==> config.mk <==
export PLATFORM = sky130hd
export DESIGN_NAME = ini_text_tokenizer
export DESIGN_NICKNAME = d
export VERILOG_FILES = /design/src/design/itt_pkg.sv /design/src/design/ini_text_tokenizer.sv /design/src/design/itt_front.sv /design/src/design/itt_queue.sv /design/src/design/itt_back.sv
export SDC_FILE = /design/constraint.sdc
export NUM_CORES = 1
export LEC_CHECK = 0
export BUFFER_PORTS_ARGS = -buffer_cell sky130_fd_sc_hd__buf_2
export CAP_MARGIN = 10
export CORE_UTILIZATION = 63
export CTS_BUF_LIST = sky130_fd_sc_hd__clkbuf_8
export DETAILED_ROUTE_END_ITERATION = 10
export PLACE_DENSITY = 0.83
export SYNTH_ARGS = -nofsm -noshare
export SYNTH_HDL_FRONTEND = slang
export SYNTH_SLANG_ARGS = --single-unit
==> constraint.sdc <==
create_clock -name clock -period 3 [get_ports clock]
set_input_delay 0.15 -clock clock [delete_from_list [all_inputs] [get_ports clock]]
set_output_delay 0.15 -clock clock [all_outputs]
set_load 0.02 [all_outputs]
==> src/design/itt_pkg.sv <==
// ----------------------------------------------------------------------------
// INI text tokenizer package
// Shared constants, byte classes, roles and the queue item type.
// ----------------------------------------------------------------------------
package itt_pkg;

   localparam int POSITION_BITS_DEFAULT = 16;
   localparam int QUEUE_DEPTH           = 2;
   localparam int QUEUE_PTR_BITS        = $clog2(QUEUE_DEPTH);
   localparam int LENGTH_BITS           = 16;

   localparam logic [7:0] CHAR_NUL     = 8'd0;
   localparam logic [7:0] CHAR_HT      = 8'd9;
   localparam logic [7:0] CHAR_LF      = 8'd10;
   localparam logic [7:0] CHAR_CR      = 8'd13;
   localparam logic [7:0] CHAR_SP      = 8'd32;
   localparam logic [7:0] CHAR_HASH    = 8'd35;
   localparam logic [7:0] CHAR_SEMI    = 8'd59;
   localparam logic [7:0] CHAR_EQUALS  = 8'd61;
   localparam logic [7:0] CHAR_LBRACK  = 8'd91;
   localparam logic [7:0] CHAR_RBRACK  = 8'd93;

   typedef enum logic [2:0] {
      CLS_ZERO    = 3'd0,
      CLS_BREAK   = 3'd1,
      CLS_SPACE   = 3'd2,
      CLS_COMMENT = 3'd3,
      CLS_OPEN    = 3'd4,
      CLS_CLOSE   = 3'd5,
      CLS_EQUALS  = 3'd6,
      CLS_OTHER   = 3'd7
   } byte_class_type;

   typedef struct packed {
      byte_class_type cls;
      logic           eot;
   } queue_item_type;

   typedef enum logic [3:0] {
      ROLE_BLANK        = 4'd0,
      ROLE_COMMENT_MARK = 4'd1,
      ROLE_COMMENT_TEXT = 4'd2,
      ROLE_OPEN         = 4'd3,
      ROLE_SECTION_CHAR = 4'd4,
      ROLE_CLOSE        = 4'd5,
      ROLE_TAIL         = 4'd6,
      ROLE_NAME_CHAR    = 4'd7,
      ROLE_EQUALS       = 4'd8,
      ROLE_VALUE_CHAR   = 4'd9,
      ROLE_TERMINATOR   = 4'd10,
      ROLE_DISCARDED    = 4'd11
   } byte_role_type;

   typedef enum logic [1:0] {
      COMMIT_NONE    = 2'd0,
      COMMIT_SECTION = 2'd1,
      COMMIT_PAIR    = 2'd2
   } commit_kind_type;

   typedef enum logic [5:0] {
      MODE_FRESH   = 6'b000001,
      MODE_COMMENT = 6'b000010,
      MODE_SECT    = 6'b000100,
      MODE_TAIL    = 6'b001000,
      MODE_NAME    = 6'b010000,
      MODE_VALUE   = 6'b100000
   } parse_mode_type;

   typedef struct packed {
      logic full;
      logic not_empty;
   } queue_status_type;

endpackage

==> src/design/ini_text_tokenizer.sv <==
// ----------------------------------------------------------------------------
// INI text tokenizer
// Byte-serial INI classifier with line commits, error halt and length report.
// ----------------------------------------------------------------------------
// Each request carries one byte of INI text and returns exactly one response
// with the byte's role, a commit flag for completed section and name=value
// lines, an error flag, and on the last byte the text length or the offset of
// the failing line. The block sustains one request per clock while rsp_stall
// is low: the front end classifies the byte in the cycle it is accepted, a
// two-entry queue carries it to the parser, and the parser's state update
// loads the response register, so a byte passes the queue entry and then the
// response register. The queue lets requests keep arriving while a response
// is held by rsp_stall, until the queue fills.
module ini_text_tokenizer #(
   parameter int POSITION_BITS = itt_pkg::POSITION_BITS_DEFAULT
) (
   input  logic        clock,
   input  logic        reset,
   input  logic        req_valid,
   output logic        req_stall,
   input  logic [7:0]  req_text_byte,
   input  logic        req_end_of_text,
   output logic        rsp_valid,
   input  logic        rsp_stall,
   output logic [3:0]  rsp_byte_role,
   output logic [1:0]  rsp_commit_kind,
   output logic        rsp_parse_error,
   output logic        rsp_text_done,
   output logic [15:0] rsp_good_length
);

   itt_pkg::queue_status_type q_status;
   itt_pkg::queue_item_type   push_item;
   itt_pkg::queue_item_type   pop_item;
   logic                      push;
   logic                      pop;

   itt_front u_front (
      .req_valid       (req_valid),
      .req_stall       (req_stall),
      .req_text_byte   (req_text_byte),
      .req_end_of_text (req_end_of_text),
      .q_status        (q_status),
      .push            (push),
      .push_item       (push_item)
   );

   itt_queue u_queue (
      .clock     (clock),
      .reset     (reset),
      .push      (push),
      .push_item (push_item),
      .pop       (pop),
      .pop_item  (pop_item),
      .status    (q_status)
   );

   itt_back #(
      .POSITION_BITS (POSITION_BITS)
   ) u_back (
      .clock           (clock),
      .reset           (reset),
      .q_status        (q_status),
      .pop_item        (pop_item),
      .pop             (pop),
      .rsp_valid       (rsp_valid),
      .rsp_stall       (rsp_stall),
      .rsp_byte_role   (rsp_byte_role),
      .rsp_commit_kind (rsp_commit_kind),
      .rsp_parse_error (rsp_parse_error),
      .rsp_text_done   (rsp_text_done),
      .rsp_good_length (rsp_good_length)
   );

endmodule

==> src/design/itt_front.sv <==
// ----------------------------------------------------------------------------
// INI text tokenizer front end
// Accepts requests and sorts each byte into a small class for the back end.
// ----------------------------------------------------------------------------
module itt_front (
   input  logic                   req_valid,
   output logic                   req_stall,
   input  logic [7:0]             req_text_byte,
   input  logic                   req_end_of_text,
   input  itt_pkg::queue_status_type q_status,
   output logic                   push,
   output itt_pkg::queue_item_type push_item
);

   itt_pkg::byte_class_type cls;

   always_comb begin
      unique case (req_text_byte)
         itt_pkg::CHAR_NUL:                        cls = itt_pkg::CLS_ZERO;
         itt_pkg::CHAR_CR, itt_pkg::CHAR_LF:       cls = itt_pkg::CLS_BREAK;
         itt_pkg::CHAR_SP, itt_pkg::CHAR_HT:       cls = itt_pkg::CLS_SPACE;
         itt_pkg::CHAR_HASH, itt_pkg::CHAR_SEMI:   cls = itt_pkg::CLS_COMMENT;
         itt_pkg::CHAR_LBRACK:                     cls = itt_pkg::CLS_OPEN;
         itt_pkg::CHAR_RBRACK:                     cls = itt_pkg::CLS_CLOSE;
         itt_pkg::CHAR_EQUALS:                     cls = itt_pkg::CLS_EQUALS;
         default:                                  cls = itt_pkg::CLS_OTHER;
      endcase
   end

   assign req_stall     = q_status.full;
   assign push          = req_valid && !q_status.full;
   assign push_item.cls = cls;
   assign push_item.eot = req_end_of_text;

endmodule

==> src/design/itt_queue.sv <==
// ----------------------------------------------------------------------------
// INI text tokenizer queue
// Short FIFO of classified bytes between the front and back ends.
// ----------------------------------------------------------------------------
module itt_queue (
   input  logic                      clock,
   input  logic                      reset,
   input  logic                      push,
   input  itt_pkg::queue_item_type   push_item,
   input  logic                      pop,
   output itt_pkg::queue_item_type   pop_item,
   output itt_pkg::queue_status_type status
);

   localparam int PB = itt_pkg::QUEUE_PTR_BITS;
   localparam int CB = $clog2(itt_pkg::QUEUE_DEPTH + 1);

   itt_pkg::queue_item_type entry_ff [itt_pkg::QUEUE_DEPTH];
   logic [PB-1:0] wr_ptr_ff, wr_ptr_in;
   logic [PB-1:0] rd_ptr_ff, rd_ptr_in;
   logic [CB-1:0] count_ff, count_in;

   function automatic logic [PB-1:0] ptr_next(input logic [PB-1:0] p);
      return (p == PB'(itt_pkg::QUEUE_DEPTH - 1)) ? '0 : p + PB'(1);
   endfunction

   always_comb begin
      wr_ptr_in = push ? ptr_next(wr_ptr_ff) : wr_ptr_ff;
      rd_ptr_in = pop ? ptr_next(rd_ptr_ff) : rd_ptr_ff;
      count_in  = count_ff + CB'(push) - CB'(pop);
   end

   always_ff @(posedge clock) begin
      if (reset) begin
         wr_ptr_ff <= '0;
         rd_ptr_ff <= '0;
         count_ff  <= '0;
      end else begin
         wr_ptr_ff <= wr_ptr_in;
         rd_ptr_ff <= rd_ptr_in;
         count_ff  <= count_in;
      end
   end

   always_ff @(posedge clock) begin
      if (push) begin
         entry_ff[wr_ptr_ff] <= push_item;
      end
   end

   assign pop_item         = entry_ff[rd_ptr_ff];
   assign status.full      = (count_ff == CB'(itt_pkg::QUEUE_DEPTH));
   assign status.not_empty = (count_ff != '0);

endmodule

==> src/design/itt_back.sv <==
// ----------------------------------------------------------------------------
// INI text tokenizer back end
// Runs the line parser on classified bytes and holds the response register.
// ----------------------------------------------------------------------------
module itt_back #(
   parameter int POSITION_BITS = itt_pkg::POSITION_BITS_DEFAULT
) (
   input  logic                      clock,
   input  logic                      reset,
   input  itt_pkg::queue_status_type q_status,
   input  itt_pkg::queue_item_type   pop_item,
   output logic                      pop,
   output logic                      rsp_valid,
   input  logic                      rsp_stall,
   output logic [3:0]                rsp_byte_role,
   output logic [1:0]                rsp_commit_kind,
   output logic                      rsp_parse_error,
   output logic                      rsp_text_done,
   output logic [15:0]               rsp_good_length
);

   localparam int LB = itt_pkg::LENGTH_BITS;

   itt_pkg::parse_mode_type  mode_ff, mode_in;
   logic [POSITION_BITS-1:0] pos_ff, pos_in;
   logic [POSITION_BITS-1:0] lso_ff, lso_in;
   logic                     halt_ff, halt_in;

   logic                     rsp_valid_ff, rsp_valid_in;
   itt_pkg::byte_role_type   role_ff, role_in;
   itt_pkg::commit_kind_type commit_ff, commit_in;
   logic                     err_ff, err_in;
   logic                     done_ff, done_in;
   logic [LB-1:0]            len_ff, len_in;

   logic                     is_zero, is_brk, end_check;
   logic [POSITION_BITS-1:0] len_full;

   // The response register frees up when empty or when its response is taken.
   assign pop = q_status.not_empty && (!rsp_valid_ff || !rsp_stall);

   always_comb begin
      mode_in   = mode_ff;
      pos_in    = pos_ff;
      lso_in    = lso_ff;
      halt_in   = halt_ff;
      role_in   = itt_pkg::ROLE_BLANK;
      commit_in = itt_pkg::COMMIT_NONE;
      err_in    = 1'b0;
      end_check = 1'b0;
      is_zero   = (pop_item.cls == itt_pkg::CLS_ZERO);
      is_brk    = (pop_item.cls == itt_pkg::CLS_BREAK);
      done_in   = is_zero || pop_item.eot;

      if (is_zero) begin
         role_in   = itt_pkg::ROLE_TERMINATOR;
         end_check = !halt_ff;
      end else if (halt_ff) begin
         role_in = itt_pkg::ROLE_DISCARDED;
      end else begin
         unique case (mode_ff)
            itt_pkg::MODE_COMMENT: begin
               if (is_brk) begin
                  role_in = itt_pkg::ROLE_BLANK;
                  mode_in = itt_pkg::MODE_FRESH;
               end else begin
                  role_in = itt_pkg::ROLE_COMMENT_TEXT;
               end
            end
            itt_pkg::MODE_SECT: begin
               if (is_brk) begin
                  role_in = itt_pkg::ROLE_DISCARDED;
                  err_in  = 1'b1;
                  halt_in = 1'b1;
               end else if (pop_item.cls == itt_pkg::CLS_CLOSE) begin
                  role_in = itt_pkg::ROLE_CLOSE;
                  mode_in = itt_pkg::MODE_TAIL;
               end else begin
                  role_in = itt_pkg::ROLE_SECTION_CHAR;
               end
            end
            itt_pkg::MODE_TAIL: begin
               if (is_brk) begin
                  commit_in = itt_pkg::COMMIT_SECTION;
                  mode_in   = itt_pkg::MODE_FRESH;
               end else begin
                  role_in = itt_pkg::ROLE_TAIL;
               end
            end
            itt_pkg::MODE_NAME: begin
               if (is_brk) begin
                  role_in = itt_pkg::ROLE_DISCARDED;
                  err_in  = 1'b1;
                  halt_in = 1'b1;
               end else if (pop_item.cls == itt_pkg::CLS_EQUALS) begin
                  role_in = itt_pkg::ROLE_EQUALS;
                  mode_in = itt_pkg::MODE_VALUE;
               end else begin
                  role_in = itt_pkg::ROLE_NAME_CHAR;
               end
            end
            itt_pkg::MODE_VALUE: begin
               if (is_brk) begin
                  commit_in = itt_pkg::COMMIT_PAIR;
                  mode_in   = itt_pkg::MODE_FRESH;
               end else begin
                  role_in = itt_pkg::ROLE_VALUE_CHAR;
               end
            end
            default: begin
               if (!is_brk && pop_item.cls != itt_pkg::CLS_SPACE) begin
                  lso_in = pos_ff;
                  case (pop_item.cls)
                     itt_pkg::CLS_COMMENT: begin
                        role_in = itt_pkg::ROLE_COMMENT_MARK;
                        mode_in = itt_pkg::MODE_COMMENT;
                     end
                     itt_pkg::CLS_OPEN: begin
                        role_in = itt_pkg::ROLE_OPEN;
                        mode_in = itt_pkg::MODE_SECT;
                     end
                     itt_pkg::CLS_EQUALS: begin
                        role_in = itt_pkg::ROLE_EQUALS;
                        mode_in = itt_pkg::MODE_VALUE;
                     end
                     default: begin
                        role_in = itt_pkg::ROLE_NAME_CHAR;
                        mode_in = itt_pkg::MODE_NAME;
                     end
                  endcase
               end
            end
         endcase
         end_check = pop_item.eot && !halt_in;
      end

      if (!is_zero && pos_ff != '1) begin
         pos_in = pos_ff + POSITION_BITS'(1);
      end

      // An open section or name line at the end of the text fails the line; a section tail or value line is committed.
      if (end_check) begin
         if (mode_in == itt_pkg::MODE_SECT || mode_in == itt_pkg::MODE_NAME) begin
            err_in  = 1'b1;
            halt_in = 1'b1;
         end else if (mode_in == itt_pkg::MODE_TAIL) begin
            commit_in = itt_pkg::COMMIT_SECTION;
         end else if (mode_in == itt_pkg::MODE_VALUE) begin
            commit_in = itt_pkg::COMMIT_PAIR;
         end
      end

      len_full = halt_in ? lso_in : pos_in;
      len_in   = '0;
      if (done_in) begin
         if ((POSITION_BITS > LB) && (len_full > POSITION_BITS'({LB{1'b1}}))) begin
            len_in = '1;
         end else begin
            len_in = LB'(len_full);
         end
         mode_in = itt_pkg::MODE_FRESH;
         pos_in  = '0;
         lso_in  = '0;
         halt_in = 1'b0;
      end

      rsp_valid_in = pop ? 1'b1 : (rsp_valid_ff && rsp_stall);
   end

   always_ff @(posedge clock) begin
      if (reset) begin
         mode_ff      <= itt_pkg::MODE_FRESH;
         pos_ff       <= '0;
         lso_ff       <= '0;
         halt_ff      <= 1'b0;
         rsp_valid_ff <= 1'b0;
      end else begin
         rsp_valid_ff <= rsp_valid_in;
         if (pop) begin
            mode_ff <= mode_in;
            pos_ff  <= pos_in;
            lso_ff  <= lso_in;
            halt_ff <= halt_in;
         end
      end
   end

   always_ff @(posedge clock) begin
      if (pop) begin
         role_ff   <= role_in;
         commit_ff <= commit_in;
         err_ff    <= err_in;
         done_ff   <= done_in;
         len_ff    <= len_in;
      end
   end

   assign rsp_valid       = rsp_valid_ff;
   assign rsp_byte_role   = role_ff;
   assign rsp_commit_kind = commit_ff;
   assign rsp_parse_error = err_ff;
   assign rsp_text_done   = done_ff;
   assign rsp_good_length = len_ff;

endmodule
* Word-level counts from Yosys, hierarchy flattened
Memories as Yosys holds them, arrays and structs flattened. A register that Yosys moved wholly into a read port is not among the register bits.
Cells that the tools add are included.
** Word-level totals
- Register bits after elaboration :: 68
- RAM bits :: 8
- Input bits :: 13
- Output and inout port bits :: 26
- Memories kept :: 1
** Memories
- u_queue.entry_ff :: words 2, bits a word 4, read ports 1, clocked after Yosys merged registers in 1, wr ports 1, line itt_queue.sv:18 : itt_pkg::queue_item_type entry_ff [itt_pkg::QUEUE_DEPTH];
** Cells by class
- $add $sub $neg :: 5
- Equal/unequal tests :: 26
- Multiplexer cells :: 62
- Reductions and logical operators :: 26
** Operators by type and width (number)
- 16-bit two-way mux :: 8
- 6-bit two-way mux :: 9
- 6-bit case mux with 3 select lines :: 2
- 8-bit by 6-bit == test with 1-bit output, second input constant :: 4
- 1-bit two-way mux :: 25
- 8-bit by 4-bit == test with 1-bit output, second input constant :: 3
- 3-bit case mux with 7 select lines :: 1
- 4-bit two-way mux :: 5
- 4-bit case mux with 5 select lines :: 1
- 16-bit by 1-bit adder with 16-bit output, second input constant :: 1
- 8-bit by 7-bit == test with 1-bit output, second input constant :: 2
- 2-bit two-way mux :: 8
- 16-bit != test, second input constant :: 1
- 6-bit by 3-bit == test with 1-bit output, second input constant :: 2
- 6-bit by 4-bit == test with 1-bit output, second input constant :: 2
- 6-bit by 5-bit == test with 1-bit output, second input constant :: 2
- 6-bit == test, second input constant :: 2
- 4-bit case mux with 3 select lines :: 1
- 2-bit OR reduction :: 5
- 3-bit == test, second input constant :: 3
- 8-bit zero test :: 1
- 1-bit zero test :: 7
- 6-bit by 2-bit == test with 1-bit output, second input constant :: 1
- 1-bit logical AND :: 6
- other kinds (14) :: 17

* Longest topological paths before layout
Gate-level depths: netlist of the first run.
- Depth in word-level cells :: 12
- Depth in mapped cells :: 13
- Mapped depth without buffers :: 10

* Cells and area by module
From an unflattened synthesis of the first run, not the netlist that was laid out.
** Second synthesis, totals
- Cell total of the unflattened synthesis :: 511
- Area, all modules :: 4488.1 µm²
** By module, submodules not included
- itt_back :: times used 1, cells each 441, area an instance 3728.6 µm²
- itt_queue :: times used 1, cells each 33, area an instance 504.2 µm²
- itt_front :: times used 1, cells each 37, area an instance 255.2 µm²

* Worst setup path after synthesis of the first run
Ideal clock, no wire load.
- Path type :: register to register
- Start point :: register u_back.mode_ff[0]
- End point :: register u_back.len_ff[1], in the netlist u_back.rsp_good_length[1], data pin
- Library setup time :: 0.267 ns
- Arrival :: 2.381 ns
- Path slack :: 0.352 ns
- Stages on the path, launching flop included :: 13
- Period minus slack after synthesis :: 2.648 ns
- Cell sequence :: dfxtp_1 > buf_6 > nor4b_2 > o21ai_1 > and2_4 > buf_6 > o31ai_4 > nand4_1 > a211oi_4 > a21oi_2 > clkbuf_1 > nor3_1 > a211oi_2
** On the way
- Word-level cells in the longest chain between the ends :: 11
- Elaborated cells on any way between the ends :: 35
** RTL lines
- start, declared :: line itt_back.sv:24 : itt_pkg::parse_mode_type mode_ff, mode_in;
- start signal, assigned :: line itt_back.sv:172 : mode_ff <= itt_pkg::MODE_FRESH;
- start signal, assigned :: line itt_back.sv:180 : mode_ff <= mode_in;
- branches (longest 10 deep; another with 6-bit by 2-bit == test with 1-bit output)
- 16-bit two-way mux * :: line itt_back.sv:153 : len_full = halt_in ? lso_in : pos_in;
- end signal, assigned :: line itt_back.sv:194 : len_ff <= len_in;
- end, declared :: line itt_back.sv:34 : logic [LB-1:0] len_ff, len_in;
Mark *: on every way between the ends. The select of a mux whose other input is x is not followed.
A chain may end at the register's enable or synchronous reset.

* Worst setup path after layout of the first run
- Start point :: register u_back.mode_ff[2]
- End point :: register u_back.len_ff[7], in the netlist u_back.rsp_good_length[7], data pin
Same word-level chain as after synthesis.

==> impl_metrics.toml, run 1 <==
[outcome]
outcome = "finished, final reports clean"

[setup_path]
critical_path_arrival_ns = 3.06
rrSetupSlack_ns = 0.13
worstReg2RegEnd = "u_back.rsp_good_length[7]"
path_max_fanout = 19
worstPathRequired_ns = 3.19
cp-start-kind = "flip-flop"
worstSetupPathType = "reg -> reg"
r2r_start = "u_back.mode_ff[2]"
ff2ff_path_depth = 10
worstSetupEndpointType = "flip-flop"

[grt]
grt_pass1_vias = 4263
antenna_found_initial = 0
overflow = 0
grt_max_degree = 46
track_usage_pct = 31.6
grt_first_pass_wirelength_mm = 20.7

[hold_path]
hold_end = "u_back.rsp_valid"
holdCritStartpoint = "rsp_stall"
holdPathStages = 3
hold_class = "in -> reg"

[layout]
utilization_pct = 72.6
diodes = 0
stdcell_area_sq_um = 5330
final_common_cell = "nor2_1"
area_growth_pct = 9.75
n_fill_cell = 533
drive_gt1_share_pct = 19.8
final_cell_mix = "81 x nor2_1, 46 x nand2_1, 41 x dfxtp_1"
nNetsFinal = 621

[sta]
post-route-min-period_ns = 2.87
fmax_mhz = 348
final_max_slew_viol_count = 0
tightestPinTransition_ns = 0.850
hold_viol_final = 0
slew-limit-headroom_pct = 43.3
hold_ws_ns = 0.0654
min_period_over_period_pct = 95.8
setup_viol = 0
skew_ns = 0.0118

[synth]
syn-instance-count = 575
synth_area_leaders = "edfxtp_1 20%, dfxtp_1 19%, nor2_1 6.3%, a22oi_1 3.9%, nand2_1 3.6%"
async_reset_ff_share_pct = 0
ys.flop_type = "dfxtp_1"
synth-edff-count = 32
yosysTopAreaCell = "edfxtp_1"
ys_seq_area_share_pct = 38.4
yosysWarnings = 0
ys_types = 80
syn_nets = 591
ys_seq_elements = 77
netlist_area_sq_um = 4850
synth_top_area_share_pct = 19.8
synth.avg_cell_area_sq_um = 8.44

[drt]
first_iter_violations = 482
finalWirelength_mm = 12.3
vias_per_cell = 6.58
drt-pass1-iter-count = 6
drtAntennaViolNets = 0
drc = 0
routedWlPerCell_microns = 17.4
vias = 4662

[floorplan]
initial_core_util_pct = 66.2
dieArea_sq_um = 8060
die_w_microns = 89.8
ioPinCount = 39
die_h_microns = 89.8
core.rowCount = 31
core_area_sq_um = 7330

[cts]
cts_buffer_depth = 2
clk_latency_ns = 0.36
root_buffer = "clkbuf_8"
cts_buffers = 9
cts_tree = "yes"
cts_sinks = 77
clk_pin_slew_ns = 0.09
htree_levels = 3

[power_and_ir_drop]
leakage_uw = 0.00196
powerDensity_nw_per_um2 = 834
peakVddDrop_mv = 0.687
internal_power_uw = 2470
p_comb_share_pct = 47.5
p_switching_uw = 1970
p_clk_share_pct = 18.6
switching_share_pct = 44.4
seq_power_share_pct = 33.9

[placed_design]
placedInstanceArea_sq_um = 5090
numPortBuffers = 38
gp_congestion = 0.905
dp_hpwl_mm = 8.47

[run]
drv_cap = 0
==> cells by family (layout without fill, tap and decap cells) <==
logic type,count (synthesis),in the layout,share of synthesized area (%)
AND/OR/NAND/NOR,264,264,28.4
AO/OA/AOI/OAI,146,146,21.3
flip-flops,77,77,38.4
buffers and inverters,68,103,7.71
XOR/XNOR,12,12,2.32
multiplexers,5,5,1.08
adder cells (fa/ha/maj),3,3,0.774
==> worst max-delay path by stage <==
stage                      start  slack (ns)                        end  depth (start not counted)
3_5_place_dp   u_back.mode_ff[5]       -0.04  u_back.rsp_good_length[7]                         10
5_1_grt                flip-flop       -0.01  u_back.rsp_good_length[0]                         10
3_3_place_gp   u_back.mode_ff[5]        0.14  u_back.rsp_good_length[7]                         10
4_1_cts        u_back.mode_ff[1]       0.002  u_back.rsp_good_length[7]                         10
2_1_floorplan  u_back.mode_ff[0]        0.35  u_back.rsp_good_length[1]                         12
6_report       u_back.mode_ff[2]        0.13  u_back.rsp_good_length[7]                         10
==> critical path: stages (launching register included) <==
cell,delay [ns]
dfxtp_1,0.53
nor4b_2,0.30
o21ai_1,0.18
and2_4,0.22
o211ai_1,0.22
nand4_1,0.18
a211oi_4,0.28
a21o_2,0.30
buf_12,0.19
nor2_2,0.05
a311oi_2,0.24
==> Yosys cell counts, types with 3 or more instances <==
cell	number
a211oi_1	3
a21o_1	3
a21oi_1	29
a22oi_1	25
a31oi_1	6
a32o_1	3
and2_1	3
and3_1	12
buf_2	9
buf_4	8
buf_6	5
clkbuf_1	22
dfxtp_1	45
edfxtp_1	32
ha_1	3
inv_1	18
mux2i_1	3
nand2_1	46
nand3_1	25
nand3b_1	4
nand4_1	24
nor2_1	81
nor2b_1	4
nor3_1	29
nor4_1	6
o211ai_2	3
o21ai_0	30
o21ai_1	12
o311ai_1	3
o31ai_1	4
or3_1	4
xnor2_1	3
xor2_1	8
==> through the flow <==
| step | cells | power (uW) | setup slack [ns] | TNS (ns) |
|---|---|---|---|---|
| 2_1_floorplan | 575 | 3030 | 0.352 | 0 |
| 3_3_place_gp | 692 | 3490 | 0.141 | 0 |
| 3_5_place_dp | 692 | 3560 | -0.0358 | -0.0358 |
| 4_1_cts | 708 | 4380 | 0.00186 | 0 |
| 5_1_grt | 709 | 4670 | -0.00971 | -0.00971 |
| 6_report | 709 | 4440 | 0.125 | 0 |
==> per-layer routing <==
| metal | wire length (microns) | vias up | part of all wire, % | global-route usage [%] |
|---|---|---|---|---|
| li1 | - | 2181 | - | - |
| met1 | 5210 | 2127 | 42 | 43.7 |
| met2 | 5490 | 326 | 44 | 47.9 |
| met3 | 1360 | 28 | 11 | 6.09 |
| met4 | 276 | 0 | 2.2 | 14.5 |
| met5 | 0 | - | 0 | 0 |
==> state kept, by name (all words and copies together), names as in the netlist, named ones only <==
name and flops:
u_back.mode_ff 6, u_back.halt_ff 1, u_queue.entry_ff 8, u_back.lso_ff 16, u_queue.rd_ptr_ff 1, u_queue.count_ff 2, u_back.pos_ff 16, u_queue.wr_ptr_ff 1
u_back.rsp_valid 1, u_back.rsp_byte_role 4, u_back.rsp_good_length 16, u_back.rsp_text_done 1, u_back.rsp_parse_error 1, u_back.rsp_commit_kind 2
==> area by class of cell <==
cell class / count / area [sq um] / area share, %
inverters: 19 / 71.3 / 1.34
repair buffers: 68 / 430 / 8.08
multi-input cells: 430 / 2630 / 49.3
flip-flops and latches: 77 / 1870 / 35.1
well taps: 99 / 124 / 2.33
clock inverters: 7 / 82.6 / 1.55
clock buffers: 9 / 124 / 2.33
==> power groups by stage <==
stage	registers, uW	logic (uW)	clock network (uW)
2_1_floorplan	1650	1380	0
3_3_place_gp	1510	1990	0
3_5_place_dp	1520	2040	0
4_1_cts	1500	2060	830
5_1_grt	1530	2270	881
6_report	1500	2110	827
==> timing repair <==
action | 4_1_cts | 5_1_grt
resized for setup | 1 | 6
setup endpoints to repair | 2 | 16
endpoints found under the hold margin | 0 | 2
buffers inserted | 0 | 0
hold buffers | 0 | 1
Power figures use the tool's default switching activity.
==> inputs of run 2 (changes only) <==
--- a/config.mk
+++ b/config.mk
@@ -5,12 +5,14 @@
 export SDC_FILE = /design/constraint.sdc
 export NUM_CORES = 1
 export LEC_CHECK = 0
+export ABC_AREA = 1
 export BUFFER_PORTS_ARGS = -buffer_cell sky130_fd_sc_hd__buf_2
 export CAP_MARGIN = 10
-export CORE_UTILIZATION = 63
+export CORE_UTILIZATION = 62
 export CTS_BUF_LIST = sky130_fd_sc_hd__clkbuf_8
 export DETAILED_ROUTE_END_ITERATION = 10
-export PLACE_DENSITY = 0.83
+export GPL_ROUTABILITY_DRIVEN = 1
+export PLACE_DENSITY = 0.82
 export SYNTH_ARGS = -nofsm -noshare
 export SYNTH_HDL_FRONTEND = slang
 export SYNTH_SLANG_ARGS = --single-unit
==> impl_metrics.toml, run 2 <==
[floorplan]
core_area_sq_um = 6910
core.rowCount = 30
ioPinCount = 39
initial_core_util_pct = 65.3
die_h_microns = 87.3
dieArea_sq_um = 7620
die_w_microns = 87.3

[cts]
clk_latency_ns = 0.36
root_buffer = "clkbuf_8"
cts_buffers = 9
cts_setup_buffers = 0
cts_sinks = 77
ctsResizeCount = 0
clk_pin_slew_ns = 0.09
cts_buffer_depth = 2
cts_tree = "yes"
htree_levels = 3
hold_buffers = 1

[layout]
drive_gt1_share_pct = 15.1
final_common_cell = "nand2_1"
area_growth_pct = 9.81
utilization_pct = 71.8
diodes = 0
final_cell_mix = "150 x nand2_1, 83 x inv_1, 78 x nor2_1"
n_fill_cell = 617
nNetsFinal = 679

[power_and_ir_drop]
p_comb_share_pct = 46.2
peakVddDrop_mv = 0.696
p_clk_share_pct = 18.8
powerDensity_nw_per_um2 = 875
p_switching_uw = 1940
seq_power_share_pct = 35.0
switching_share_pct = 44.6
internal_power_uw = 2400
leakage_uw = 0.00209

[setup_path]
critical_path_arrival_ns = 2.84
worstReg2RegEnd = "u_back.rsp_good_length[12]"
rrSetupSlack_ns = 0.28
cp-start-kind = "flip-flop"
worstSetupPathType = "reg -> reg"
path_max_fanout = 34
r2r_start = "u_back.mode_ff[0]"
cp-startpoint = "u_back.mode_ff[0]"
worstSetupEndpointType = "flip-flop"
path_common_cell = "nor2_1"
ff2ff_path_depth = 14
worst_path_max_delay_cell = "dfxtp_1"
path_cells = "nor2_1 -> nand3_1 -> nand3_2 -> nor2_4 -> nand2_4 -> nand2_1 -> nand3_2 -> nand2_2 -> nor2_1 -> nand2_2 -> nand3_4 -> nand3_1 -> nand2_1 -> nor2_1"
worstPathRequired_ns = 3.12
slowest_delay_ns = 0.34

[synth]
synth_area_leaders = "edfxtp_1 21%, dfxtp_1 20%, nand2_1 12%, inv_1 6.9%, nor2_1 6.5%"
synth_top_area_share_pct = 21.3
syn_nets = 647
synth-edff-count = 32
yosysTopAreaCell = "edfxtp_1"
ys.flop_type = "dfxtp_1"
synth.avg_cell_area_sq_um = 7.15
ys_types = 37
ys_seq_elements = 77
yosysWarnings = 0
synth_common_cells = "150 x nand2_1, 83 x inv_1, 78 x nor2_1, 45 x dfxtp_1, 44 x a21oi_1"
synthMostInstantiatedCell = "nand2_1"
syn-instance-count = 631
ys_seq_area_share_pct = 41.3
netlist_area_sq_um = 4510
async_reset_ff_share_pct = 0

[sta]
tightestPinTransition_ns = 0.766
setup_viol = 0
final_max_slew_viol_count = 0
fmax_mhz = 367
skew_ns = 0.0117
slew-limit-headroom_pct = 48.9
grt_setup_unrepaired = "false"
post-route-min-period_ns = 2.72
hold_viol_final = 0
hold_ws_ns = 0.0850
setup_tns_ns = 0
min_period_over_period_pct = 90.8

[grt]
grt_max_degree = 45
track_usage_pct = 28.7
grt_first_pass_wirelength_mm = 17.0
antenna_found_initial = 0
overflow = 0
grt_pass1_vias = 3685

[placed_design]
gp_congestion = 0.880
dp_hpwl_mm = 7.25
numPortBuffers = 38

[hold_path]
hold_class = "in -> reg"
holdPathStages = 3
holdCritStartpoint = "rsp_stall"
hold_end = "u_back.rsp_valid"

[drt]
first_iter_violations = 473
vias_per_cell = 5.53
drtAntennaViolNets = 0
vias = 4223
drt-pass1-iter-count = 6
routedWlPerCell_microns = 13.4
finalWirelength_mm = 10.2
drc = 0

[run]
drv_cap = 0

[outcome]
outcome = "finished, final reports clean"
==> run 2: metal layers <==
layer	track usage, %	share of wire (%)	vias to the layer above
li1	-	-	2103
met1	41.4	46	1889
met2	43.7	44	208
met3	4.08	8.3	23
met4	10.9	2.2	0
met5	0	0	-
==> run 2: worst max-delay path: cells and delay by family (launching register included) <==
family / cells / cell delay (ns)
AND/OR/NAND/NOR: 14 / 2.14
flip-flops: 1 / 0.34
==> run 2: power by group through the flow <==
stage	combinational [uW]	sequential, uW	clock, uW
detailed placement	1960	1540	0
floorplan	1360	1750	0
global placement	1900	1530	0
global route	2210	1550	863
finish	2000	1520	814
CTS	1980	1520	819
==> run 2: cell type report <==
type | count | area [sq um] | share of cell area [%]
Sequential cell | 77 | 1860 | 37.6
Inverter | 93 | 357 | 7.20
Tap cell | 96 | 120 | 2.42
Multi-Input combinational cell | 438 | 2180 | 43.9
Clock buffer | 9 | 124 | 2.50
Timing Repair Buffer | 44 | 238 | 4.80
Clock inverter | 7 | 80.1 | 1.62
==> run 2: how the worst max path moves through the flow <==
stage	end	slack [ns]	cells after the start
floorplan	u_queue.count_ff[1]	0.44	10
global placement	u_back.rsp_good_length[5]	0.43	16
detailed placement	u_back.rsp_good_length[12]	0.31	15
CTS	u_back.rsp_good_length[12]	0.29	15
global route	u_back.rsp_good_length[12]	0.006	16
finish	u_back.rsp_good_length[12]	0.28	14
==> run 2: cells by family after synthesis <==
| family | share of synthesized area [%] |
|---|---|
| flops | 41.3 |
| compound gates | 12.6 |
| xor+xnor | 2.91 |
| mux | 0.222 |
| buf+inv | 10.5 |
| fa+ha+maj | 0.832 |
| simple gates | 31.7 |
==> run 2: per-stage QoR <==
step           cell area (sq um)  total power, uW  setup WS (ns)  cells
2_1_floorplan               4510             3110          0.440    631
3_3_place_gp                4740             3440          0.430    747
3_5_place_dp                4740             3510          0.314    747
4_1_cts                     4960             4320          0.287    764
5_1_grt                     4960             4620        0.00648    764
6_report                    4960             4330          0.275    764
